===== config.mk =====
export PLATFORM = sky130hd
export DESIGN_NAME = return_site_guard_table
export DESIGN_NICKNAME = d
export VERILOG_FILES = /design/src/design/rsgt_pkg.sv /design/src/design/rsgt_decode.sv /design/src/design/return_site_guard_table.sv
export SDC_FILE = /design/constraint.sdc
export NUM_CORES = 1
export LEC_CHECK = 0
export ABC_CLOCK_PERIOD_IN_PS = 9100
export BUFFER_PORTS_ARGS = -buffer_cell sky130_fd_sc_hd__buf_4
export CAP_MARGIN = 20
export CORE_MARGIN = 2
export CORE_UTILIZATION = 40
export CTS_BUF_LIST = sky130_fd_sc_hd__clkbuf_8
export CTS_CLUSTER_DIAMETER = 30
export CTS_CLUSTER_SIZE = 30
export DETAILED_ROUTE_END_ITERATION = 12
export PLACE_DENSITY_LB_ADDON = 0.05
export SKIP_CTS_REPAIR_TIMING = 1
export SKIP_LAST_GASP = 1
export SYNTH_ARGS = -nofsm -noshare
export SYNTH_HDL_FRONTEND = slang
export SYNTH_SLANG_ARGS = --single-unit

===== constraint.sdc =====
create_clock -name clk -period 9.1 [get_ports clk]
set_input_delay 0.91 -clock clk [delete_from_list [all_inputs] [get_ports clk]]
set_output_delay 0.91 -clock clk [all_outputs]
set_load 0.005 [all_outputs]

===== src/design/rsgt_pkg.sv =====
`default_nettype none

package rsgt_pkg;

  // field widths
  localparam int ADDR_W = 32;
  localparam int HW_W   = 16;
  localparam int SLOT_W = 3;
  localparam int OUTC_W = 2;
  localparam int BYTES_W = 6;

  // default table depth
  localparam int DEF_SLOTS = 8;

  // opcodes
  localparam logic OP_NOTE  = 1'b0;
  localparam logic OP_CHECK = 1'b1;

  // outcome codes
  localparam logic [OUTC_W-1:0] OUTC_NONE     = 2'd0;
  localparam logic [OUTC_W-1:0] OUTC_RECORDED = 2'd1;
  localparam logic [OUTC_W-1:0] OUTC_CONSUMED = 2'd2;
  localparam logic [OUTC_W-1:0] OUTC_STALE    = 2'd3;

  // thumb instruction patterns
  localparam logic [HW_W-1:0] BLX_MASK  = 16'hff87;
  localparam logic [HW_W-1:0] BLX_MATCH = 16'h4780;
  localparam logic [HW_W-1:0] POP_MASK  = 16'hfe00;
  localparam logic [HW_W-1:0] POP_MATCH = 16'hbc00;
  localparam logic [HW_W-1:0] POP_PC    = 16'h0100;
  localparam logic [HW_W-1:0] POP_REGS  = 16'h00ff;

  typedef struct packed {
    logic              opcode;
    logic [ADDR_W-1:0] address;
    logic [ADDR_W-1:0] stack_ptr;
    logic [ADDR_W-1:0] link_reg;
    logic [HW_W-1:0]   prev_halfword;
    logic [HW_W-1:0]   cur_halfword;
    logic              prev_readable;
    logic              cur_readable;
  } in_item_t;

  typedef struct packed {
    logic [OUTC_W-1:0] outcome;
    logic [SLOT_W-1:0] slot;
  } out_item_t;

  // decoded facts about the site of one request
  typedef struct packed {
    logic               guarded;
    logic               pop_ok;
    logic [BYTES_W-1:0] pop_size;
  } site_info_t;

endpackage

`default_nettype wire


===== src/design/rsgt_decode.sv =====
`default_nettype none

module rsgt_decode (
  input  wire rsgt_pkg::in_item_t   item,
  output rsgt_pkg::site_info_t      info
);

  logic blx;
  logic pop_pc;
  logic site_ok;
  logic [3:0] nregs;

  // instruction pattern match
  assign blx = (item.prev_halfword & rsgt_pkg::BLX_MASK) == rsgt_pkg::BLX_MATCH;
  assign pop_pc = ((item.cur_halfword & rsgt_pkg::POP_MASK) == rsgt_pkg::POP_MATCH) &&
                  ((item.cur_halfword & rsgt_pkg::POP_PC) != '0);
  // site is address with thumb bit cleared, must be at least 2
  assign site_ok = |item.address[rsgt_pkg::ADDR_W-1:1];

  // count low registers in the pop list
  always_comb begin
    nregs = '0;
    for (int b = 0; b < 8; b++) begin
      nregs = nregs + 4'(item.cur_halfword[b]);
    end
  end

  always_comb begin
    info.guarded  = site_ok && item.prev_readable && item.cur_readable && blx && pop_pc;
    info.pop_ok   = item.cur_readable && pop_pc;
    info.pop_size = {(rsgt_pkg::BYTES_W-4)'(0), nregs} + rsgt_pkg::BYTES_W'(1);
    info.pop_size = {info.pop_size[rsgt_pkg::BYTES_W-3:0], 2'b00};
  end

endmodule

`default_nettype wire


===== src/design/return_site_guard_table.sv =====
// return site guard table
//
// Input channel in_valid / in_stall / in_item carries one request: a note
// (opcode 0) records a pending entry for a guarded return site, a check
// (opcode 1) consumes a matching pending entry or reports a stale return.
// Every request gives exactly one result on out_valid / out_stall / out_item.
//
// Entry site and saved SP live in a synchronous memory with one read port and
// one write port; the request scans all SLOTS entries one per cycle, then
// updates the table. A request goes through the scan, a drain state and a
// done state, where the result register is loaded once it is free or the
// receiver does not stall. One request is in work at a time; the next is
// taken the cycle after the result is loaded.
//
// Reset clears all pending and in-use bits and the replacement pointer, so
// the table is empty at once with no clearing pass. While the receiver stalls,
// the result is held and a finished request waits before writing the table.
`default_nettype none

module return_site_guard_table #(
  parameter int SLOTS = rsgt_pkg::DEF_SLOTS
) (
  input  wire                    clk,
  input  wire                    rst_n,
  input  wire                    in_valid,
  output logic                   in_stall,
  input  wire rsgt_pkg::in_item_t in_item,
  output logic                   out_valid,
  input  wire                    out_stall,
  output rsgt_pkg::out_item_t    out_item
);

  localparam int IW = (SLOTS > 1) ? $clog2(SLOTS) : 1;
  localparam logic [IW-1:0] LAST_IDX = IW'(SLOTS - 1);
  localparam int AW = rsgt_pkg::ADDR_W;
  localparam int EW = 2 * AW;

  typedef enum logic [3:0] {
    ST_IDLE  = 4'b0001,
    ST_SCAN  = 4'b0010,
    ST_DRAIN = 4'b0100,
    ST_DONE  = 4'b1000
  } state_t;

  state_t state_r, state_nxt;

  rsgt_pkg::in_item_t  req_r;
  rsgt_pkg::site_info_t info;
  rsgt_pkg::out_item_t out_r, res;
  logic                out_valid_r;

  logic [IW-1:0] cnt_r;
  logic [IW-1:0] cmp_idx_r;
  logic          cmp_vld_r;
  logic [IW-1:0] ptr_r;
  logic [SLOTS-1:0] pend_r;
  logic [SLOTS-1:0] used_r;

  // table memory: {site, saved sp}
  logic [EW-1:0] mem_r [SLOTS];
  logic [EW-1:0] rdata_r;
  logic          we;
  logic [IW-1:0] waddr;
  logic [EW-1:0] wdata;

  // scan results
  logic          match_fnd_r;
  logic [IW-1:0] match_idx_r;
  logic          free_fnd_r;
  logic [IW-1:0] free_idx_r;
  logic          idx_fnd_r;
  logic [IW-1:0] idx_r;
  logic          idx_pend_r;
  logic          idx_spm_r;

  logic [AW-1:0] site;
  logic          site_eq;
  logic          sp_eq;
  logic          e_pend;
  logic [AW:0]   sp_after;
  logic          lr_ok;
  logic          accept;
  logic          can_load;
  logic          commit;
  logic          set_pend;
  logic          clr_pend;
  logic          adv_ptr;
  logic [IW-1:0] upd_idx;

  assign accept   = in_valid && !in_stall;
  assign in_stall = (state_r != ST_IDLE);
  assign can_load = !out_valid_r || !out_stall;
  assign commit   = (state_r == ST_DONE) && can_load;
  assign out_valid = out_valid_r;
  assign out_item  = out_r;

  rsgt_decode u_decode (
    .item (req_r),
    .info (info)
  );

  assign site = {req_r.address[AW-1:1], 1'b0};

  // state sequencing
  always_comb begin
    state_nxt = state_r;
    case (state_r)
      ST_IDLE:  if (accept) state_nxt = ST_SCAN;
      ST_SCAN:  if (cnt_r == LAST_IDX) state_nxt = ST_DRAIN;
      ST_DRAIN: state_nxt = ST_DONE;
      ST_DONE:  if (can_load) state_nxt = ST_IDLE;
      default:  state_nxt = ST_IDLE;
    endcase
  end

  always_ff @(posedge clk) begin
    if (!rst_n) begin
      state_r   <= ST_IDLE;
      cnt_r     <= '0;
      cmp_vld_r <= 1'b0;
    end else begin
      state_r   <= state_nxt;
      cmp_vld_r <= (state_r == ST_SCAN);
      if (accept) begin
        cnt_r <= '0;
      end else if (state_r == ST_SCAN) begin
        cnt_r <= cnt_r + IW'(1);
      end
    end
  end

  always_ff @(posedge clk) begin
    if (accept) req_r <= in_item;
    cmp_idx_r <= cnt_r;
  end

  // memory read and write
  always_ff @(posedge clk) begin
    rdata_r <= mem_r[cnt_r];
    if (we) mem_r[waddr] <= wdata;
  end

  // compare the entry read back
  assign e_pend  = pend_r[cmp_idx_r];
  assign site_eq = used_r[cmp_idx_r] && (rdata_r[EW-1:AW] == site);
  assign sp_eq   = (rdata_r[AW-1:0] == req_r.stack_ptr);

  always_ff @(posedge clk) begin
    if (!rst_n) begin
      match_fnd_r <= 1'b0;
      free_fnd_r  <= 1'b0;
      idx_fnd_r   <= 1'b0;
    end else if (accept) begin
      match_fnd_r <= 1'b0;
      free_fnd_r  <= 1'b0;
      idx_fnd_r   <= 1'b0;
    end else if (cmp_vld_r) begin
      if (!match_fnd_r && e_pend && site_eq && sp_eq) begin
        match_fnd_r <= 1'b1;
      end
      if (!free_fnd_r && !e_pend && (!used_r[cmp_idx_r] || site_eq)) begin
        free_fnd_r <= 1'b1;
      end
      if (!idx_fnd_r && site_eq) begin
        idx_fnd_r <= 1'b1;
      end
    end
  end

  always_ff @(posedge clk) begin
    if (cmp_vld_r) begin
      if (!match_fnd_r) match_idx_r <= cmp_idx_r;
      if (!free_fnd_r) free_idx_r <= cmp_idx_r;
      if (!idx_fnd_r) begin
        idx_r      <= cmp_idx_r;
        idx_pend_r <= e_pend;
        idx_spm_r  <= sp_eq;
      end
    end
  end

  // decide the outcome and the table update
  assign sp_after = {1'b0, req_r.stack_ptr} + (AW+1)'(info.pop_size);
  assign lr_ok = req_r.link_reg[0] && (req_r.link_reg[AW-1:1] == req_r.address[AW-1:1]);

  always_comb begin
    res.outcome = rsgt_pkg::OUTC_NONE;
    res.slot    = '0;
    set_pend    = 1'b0;
    clr_pend    = 1'b0;
    adv_ptr     = 1'b0;
    upd_idx     = '0;
    wdata       = {site, req_r.stack_ptr};
    if (req_r.opcode == rsgt_pkg::OP_NOTE) begin
      if (req_r.address[0] && info.guarded && !match_fnd_r) begin
        set_pend    = 1'b1;
        res.outcome = rsgt_pkg::OUTC_RECORDED;
        if (free_fnd_r) begin
          upd_idx = free_idx_r;
        end else begin
          upd_idx = ptr_r;
          adv_ptr = 1'b1;
        end
        res.slot = rsgt_pkg::SLOT_W'(upd_idx);
      end
    end else if ((site != '0) && idx_fnd_r) begin
      if (match_fnd_r && info.pop_ok && !sp_after[AW]) begin
        clr_pend    = 1'b1;
        upd_idx     = match_idx_r;
        wdata       = {site, sp_after[AW-1:0]};
        res.outcome = rsgt_pkg::OUTC_CONSUMED;
        res.slot    = rsgt_pkg::SLOT_W'(match_idx_r);
      end else if (lr_ok && !idx_pend_r && idx_spm_r && info.guarded) begin
        res.outcome = rsgt_pkg::OUTC_STALE;
        res.slot    = rsgt_pkg::SLOT_W'(idx_r);
      end
    end
  end

  assign we    = commit && (set_pend || clr_pend);
  assign waddr = upd_idx;

  // entry flags and replacement pointer
  always_ff @(posedge clk) begin
    if (!rst_n) begin
      pend_r <= '0;
      used_r <= '0;
      ptr_r  <= '0;
    end else if (commit) begin
      if (set_pend) begin
        pend_r[upd_idx] <= 1'b1;
        used_r[upd_idx] <= 1'b1;
      end
      if (clr_pend) pend_r[upd_idx] <= 1'b0;
      if (adv_ptr) ptr_r <= (ptr_r == LAST_IDX) ? '0 : ptr_r + IW'(1);
    end
  end

  // result register
  always_ff @(posedge clk) begin
    if (!rst_n) begin
      out_valid_r <= 1'b0;
    end else if (commit) begin
      out_valid_r <= 1'b1;
    end else if (!out_stall) begin
      out_valid_r <= 1'b0;
    end
  end

  always_ff @(posedge clk) begin
    if (commit) out_r <= res;
  end

endmodule

`default_nettype wire


* After elaboration in Yosys (flattened, before gate mapping)
Memories as Yosys holds them, arrays and structs flattened. A register that Yosys moved wholly into a read port is not among the register bits.
Index checks and enable logic that the tools add are counted.
** Cells by class
- Add/sub/neg operators :: 11
- $lt $le $gt $ge :: 3
- Equal/unequal tests :: 16
- Multiplexer cells :: 40
- Bitwise gates (word level) :: 8
- Reductions and logical operators :: 51
** Operators with widths (count)
- 2-to-1 mux 32 bit :: 3
- equality test 32 bit :: 2
- adder 32 x 6 -> 33 bit :: 1
- 2-to-1 mux 8 bit :: 4
- nonzero test 32 bit :: 1
- equality test 31 bit :: 1
- OR reduction 31 bit :: 1
- logical AND 1 bit :: 26
- adder 4 x 1 -> 4 bit :: 6
- 2-to-1 mux 5 bit :: 4
- 2-to-1 mux 3 bit :: 6
- 2-to-1 mux 4 bit :: 4
- OR 8 bit :: 2
- one-hot mux 4 bit (4 select lines) :: 1
- AND reduction 2 bit :: 8
- 2-to-1 mux 1 bit :: 15
- equality test 12 x 11 -> 1 bit, second input constant :: 1
- logical NOT 1 bit :: 10
- AND 8 bit :: 1
- less-than comparator 3 x 4 -> 1 bit, second input constant :: 2
- NOT 8 bit :: 1
- equality test 7 bit, second input constant :: 1
- adder 3 x 1 -> 3 bit, second input constant :: 2
- binary-select mux 1 bit (select 3 bit) :: 2
- 16 further kinds :: 24
** Word-level totals
- Register bits after elaboration :: 245
- RAM bits :: 504
- Output and inout port bits :: 7
- Word-level logic and storage cells :: 157
- Memories kept :: 1
** Memory list
- mem_r :: depth 8, width 63, rd ports 1, clocked after Yosys merged registers in 1, write ports 1, RTL line return_site_guard_table.sv:60 : logic [EW-1:0] mem_r [SLOTS];

* Depth between registers and ports, before layout
- Word-level depth :: 24
- Gate-level depth with buffers :: 17
- Gate-level depth less buffers :: 16

* Modules after synthesis
Synthesis repeated with hierarchy kept, for this count alone.
** Unflattened totals
- Cell total of the unflattened synthesis :: 1423
- Area, all modules :: 28521.1 µm²
** Modules (own cells, without submodules)
- return_site_guard_table :: instances 1, cells each 1378, area an instance 28148.2 µm², seq. area each 21490.6 µm²
- rsgt_decode :: instances 1, cells each 45, area an instance 372.9 µm², seq. area each 0.0 µm²

* Worst setup path before layout
No wires, ideal clock.
- Path kind :: register to register
- From :: register req_r[2] in the netlist's numbering
- To :: memory mem_r[2][0] in the netlist's numbering, enable pin
- Library setup time :: 0.484 ns
- Arrival :: 6.806 ns
- Data required time :: 8.616 ns
- Setup slack :: 1.810 ns
- Stages on the path, launching flop included :: 17
- Path buffers :: 0
- Period minus slack after synthesis :: 7.290 ns
- Cell sequence :: edfxtp_1 > ha_1 > inv_1 > ha_1 > fa_1 > fa_1 > inv_1 > ha_1 > fa_1 > xnor2_1 > ha_1 > nand3_1 > a211oi_2 > and4_1 > nor2_1 > a221o_1 > nor2_1
** On the way
- Longest elaborated chain between the ends :: 18
- Elaborated cells on any way between the ends :: 21
- Classes of those cells :: add/sub (9); mux (8); reduce/logical (4)
** RTL lines
- from (decl) :: RTL line return_site_guard_table.sv:47 : rsgt_pkg::in_item_t req_r;
- from (signal assigned) :: RTL line return_site_guard_table.sv:133 : if (accept) req_r <= in_item;
- adder 1 x 1 -> 2 bit (*) :: RTL line rsgt_decode.sv:24 : nregs = nregs + 4'(item.cur_halfword[b]);
- adder 4 x 1 -> 4 bit (*) (6 in a row) :: RTL line rsgt_decode.sv:24
- adder 4 x 1 -> 4 bit (*) :: RTL line rsgt_decode.sv:31 : info.pop_size = {(rsgt_pkg::BYTES_W-4)'(0), nregs} + rsgt_pkg::BYTES_W'(1);
- adder 32 x 6 -> 33 bit (*) :: RTL line return_site_guard_table.sv:183 : assign sp_after = {1'b0, req_r.stack_ptr} + (AW+1)'(info.pop_size);
- logical NOT 1 bit (*) :: RTL line return_site_guard_table.sv:207 : if (match_fnd_r && info.pop_ok && !sp_after[AW]) begin
- logical AND 1 bit (*) :: RTL line return_site_guard_table.sv:207
- 2-to-1 mux 1 bit :: RTL line return_site_guard_table.sv:207
- 2-to-1 mux 1 bit :: RTL line return_site_guard_table.sv:206 : end else if ((site != '0) && idx_fnd_r) begin
- 2-to-1 mux 1 bit :: RTL line return_site_guard_table.sv:194 : if (req_r.opcode == rsgt_pkg::OP_NOTE) begin
- logical OR 1 bit :: RTL line return_site_guard_table.sv:220 : assign we = commit && (set_pend || clr_pend);
- logical AND 1 bit :: RTL line return_site_guard_table.sv:220
- 2-to-1 mux 1 bit :: RTL line return_site_guard_table.sv:140 : if (we) mem_r[waddr] <= wdata;
- 2-to-1 mux 1 bit (implied by the code) :: RTL line return_site_guard_table.sv:140
- to (decl) :: RTL line return_site_guard_table.sv:60
Mark *: on every way between the ends. The rest lies on a longest branch, timed or not.

* Worst setup path in the final report
- From :: register req_r[3] in the netlist's numbering
- To :: memory mem_r[6][18] in the netlist's numbering, enable pin
Same word-level chain as after synthesis.

==> out/metrics.yaml <==
pwr:
  p_clk_share_pct: 46.0
  power_frac_seq_pct: 47.9
  power_density_nw_per_um2: 246
  p_leak_nw: 11.4
  p_int_mw: 6.44
  p_sw_mw: 1.99
  combPwrFrac_pct: 6.1
  netSwitchingFraction_pct: 23.6
  vdd_drop_max_mv: 0.192
detailed_routing:
  drcViolationCount: 0
  vias: 14311
  drtAntennaViolNets: 0
  drtIter0Drc: 1066
  drt-wirelength-per-cell_microns: 24.1
  drt-vias-per-instance: 5.18
  wirelength_microns: 66500
  first_pass_iters: 5
grt:
  antenna_found_initial: 2
  grt_pass1_wl_microns: 99300
  grt_pass1_vias: 15600
  grt_remaining_overflow: 0
  grt_max_degree: 91
  track_usage_pct: 18.6
clock_network:
  cts_max_path_buffers: 3
  clk_pin_slew_worst_paths_ns: 0.06
  cts.sinks: 744
  cts-root-buf: "clkbuf_8"
  cts_tree: "built"
  numCtsBuffers: 158
  clkLatencyLatePin_ns: 0.77
  cts_max_level: 4
outcome:
  status: "finished clean"
layout:
  areaGrowthSynthToFinish_pct: 20.7
  fin_nets: 1843
  final_cell_mix: "edfxtp_1, clkbuf_8, buf_4"
  drive_gt1_share_pct: 35.8
  final_common_cell: "edfxtp_1"
  fillers: 6017
worst_setup_path:
  worstSetupEndpointType: "flop"
  crit_top_cell: "ha_1"
  cp_cell_sequence: "ha_1 -> inv_1 -> ha_1 -> fa_1 -> fa_1 -> inv_1 -> ha_1 -> fa_1 -> xnor2_1 -> ha_1 -> nand3_1 -> a211oi_2 -> and4_1 -> nor2_1 -> a221o_1 -> nor2_4 -> buf_4"
  path_buf_inv: 3
  critPathKind: "reg2reg"
  slowest_delay_ns: 0.61
  crit_family: "adder cells"
  cp_slowest_cell: "buf_4"
  arrival_ns: 6.63
  cp.required_ns: 9.46
  crit_fanout: 36
  cp-start-kind: "flop"
timing:
  fin_crit_sh_pct: 68.9
  slew-limit-headroom_pct: 32.1
  setup_viol: 0
  tns_ns: 0
  worst_pin_slew_ns: 1.02
  rsz0062_at_grt: "false"
  period_needed_ns: 6.27
  finalHoldViolCount: 0
  fin_worst_skew_ns: 0.0364
  fmax_mhz: 160
  slew_violations: 0
  hold_slack_ns: 0.313
job:
  drv_cap: 0
placed_design:
  io_buffers: 137
  gp_routability_congestion: 0.740
  hpwlAfterDp_microns: 38100
synthesis:
  yosysUniqueCellTypes: 67
  synth_seq_cells: 744
  synth_enable_flop_cells: 647
  yosysSeqAreaShare_pct: 75.4
  synthCells: 1407
  syn_area_sq_um: 28400
  async_reset_ff_share_pct: 0
  avgSynthCellArea_sq_um: 20.2
  ys.warnings.count: 0
  synth_nets: 1562
  synthFlopType: "edfxtp_1"
hold_path:
  holdCritPathClass: "in2reg"
floorplan:
  fp.dieH_microns: 270
  rows: 97
  ios: 142
  initial_core_util_pct: 40.4
  coreArea_sq_um: 70100
  die-area_sq_um: 73000
  fp.dieW_microns: 270
==> worst paths after layout <==
path         cells past startpoint                   start  slack [ns]                endpoint
min                              1             in_item[20]        0.31     req_r[20]$_DFFE_PP_
max reg2reg                     17      req_r[3]$_DFFE_PP_        2.83  mem_r[6][18]$_DFFE_PP_
min reg2reg                      1  used_r[3]$_SDFFE_PN0P_        0.47  used_r[3]$_SDFFE_PN0P_
max                             17      req_r[3]$_DFFE_PP_        2.83  mem_r[6][18]$_DFFE_PP_
==> synth_stat cells, drive strengths merged (7+ instances only) <==
cell / instances / area share [%]
a21oi: 7 / 0.12
buf: 14 / 0.22
clkbuf: 28 / 0.37
dfxtp: 97 / 6.8
edfxtp: 647 / 69
ha: 15 / 0.66
inv: 20 / 0.26
mux2: 67 / 2.7
mux4: 130 / 10
nand2: 27 / 0.37
nand3: 14 / 0.26
nand4: 24 / 0.53
nor2: 33 / 0.44
nor3: 13 / 0.25
nor4: 35 / 0.85
o21a: 9 / 0.24
o21ai: 10 / 0.18
xnor2: 31 / 0.96
xor2: 93 / 2.9
==> logic make-up (layout without fill, tap and decap cells) <==
kind of cell | count (synthesis) | count (layout) | synth area share (%)
muxes | 203 | 203 | 13.2
other | 0 | 1 | 0
DFF | 744 | 744 | 75.4
buffers and inverters | 62 | 477 | 0.852
and+or+nand+nor | 188 | 188 | 3.85
AOI/OAI and AO/OA | 66 | 66 | 1.89
xor gates and xnor gates | 124 | 124 | 3.83
adders and majority gates | 20 | 20 | 1.01
==> per-layer routing <==
metal / global-route usage (%) / routed length (microns) / vias up
met5: 0 / 0 / -
li1: - / - / 6315
met2: 30.1 / 32400 / 375
met1: 24.8 / 29700 / 7490
met4: 6.62 / 1470 / 0
met3: 4.10 / 2940 / 131
==> final cells by class <==
type / instances / area (sq um) / area share [%]
multi-input combinational: 601 / 6810 / 19.9
sequential: 744 / 21400 / 62.5
clock inverter: 113 / 1060 / 3.10
timing repair buffer: 163 / 1230 / 3.60
clock buffer: 181 / 2490 / 7.28
inverter: 20 / 80.1 / 0.234
antenna: 1 / 2.50 / 0.00731
tap: 940 / 1180 / 3.44
==> registers in the layout (all words and copies together) (netlist names) <==
| signal | count |
|---|---|
| cmp_idx_r | 3 |
| cmp_vld_r | 1 |
| cnt_r | 3 |
| free_fnd_r | 1 |
| free_idx_r | 3 |
| idx_fnd_r | 1 |
| idx_pend_r | 1 |
| idx_r | 3 |
| idx_spm_r | 1 |
| match_fnd_r | 1 |
| match_idx_r | 3 |
| mem_r | 504 |
| out_item | 5 |
| out_valid | 1 |
| pend_r | 8 |
| ptr_r | 3 |
| rdata_r | 63 |
| req_r | 127 |
| state_r | 4 |
| used_r | 8 |
==> power by group through the flow <==
stage | sequential, mW | clock, mW | combinational [mW]
after global routing | 4.05 | 4.17 | 0.573
after floorplan | 4.04 | 0 | 0.337
final | 4.03 | 3.88 | 0.516
after global placement | 4.10 | 0 | 0.516
after detailed placement | 4.11 | 0 | 0.525
after CTS | 4.04 | 3.99 | 0.530
==> stage by stage <==
stage	power, mW	util [%]	setup slack, ns	instances	cell area (sq um)
detailed placement	4.63	43.7	2.86	2467	30700
CTS	8.56	48.8	2.80	2761	34200
global placement	4.62	43.7	2.87	2467	30700
global route	8.79	48.8	2.52	2763	34200
finish	8.43	48.8	2.83	2763	34200
floorplan	4.38	-	1.81	1407	28400
Power figures use the tool's default switching activity.
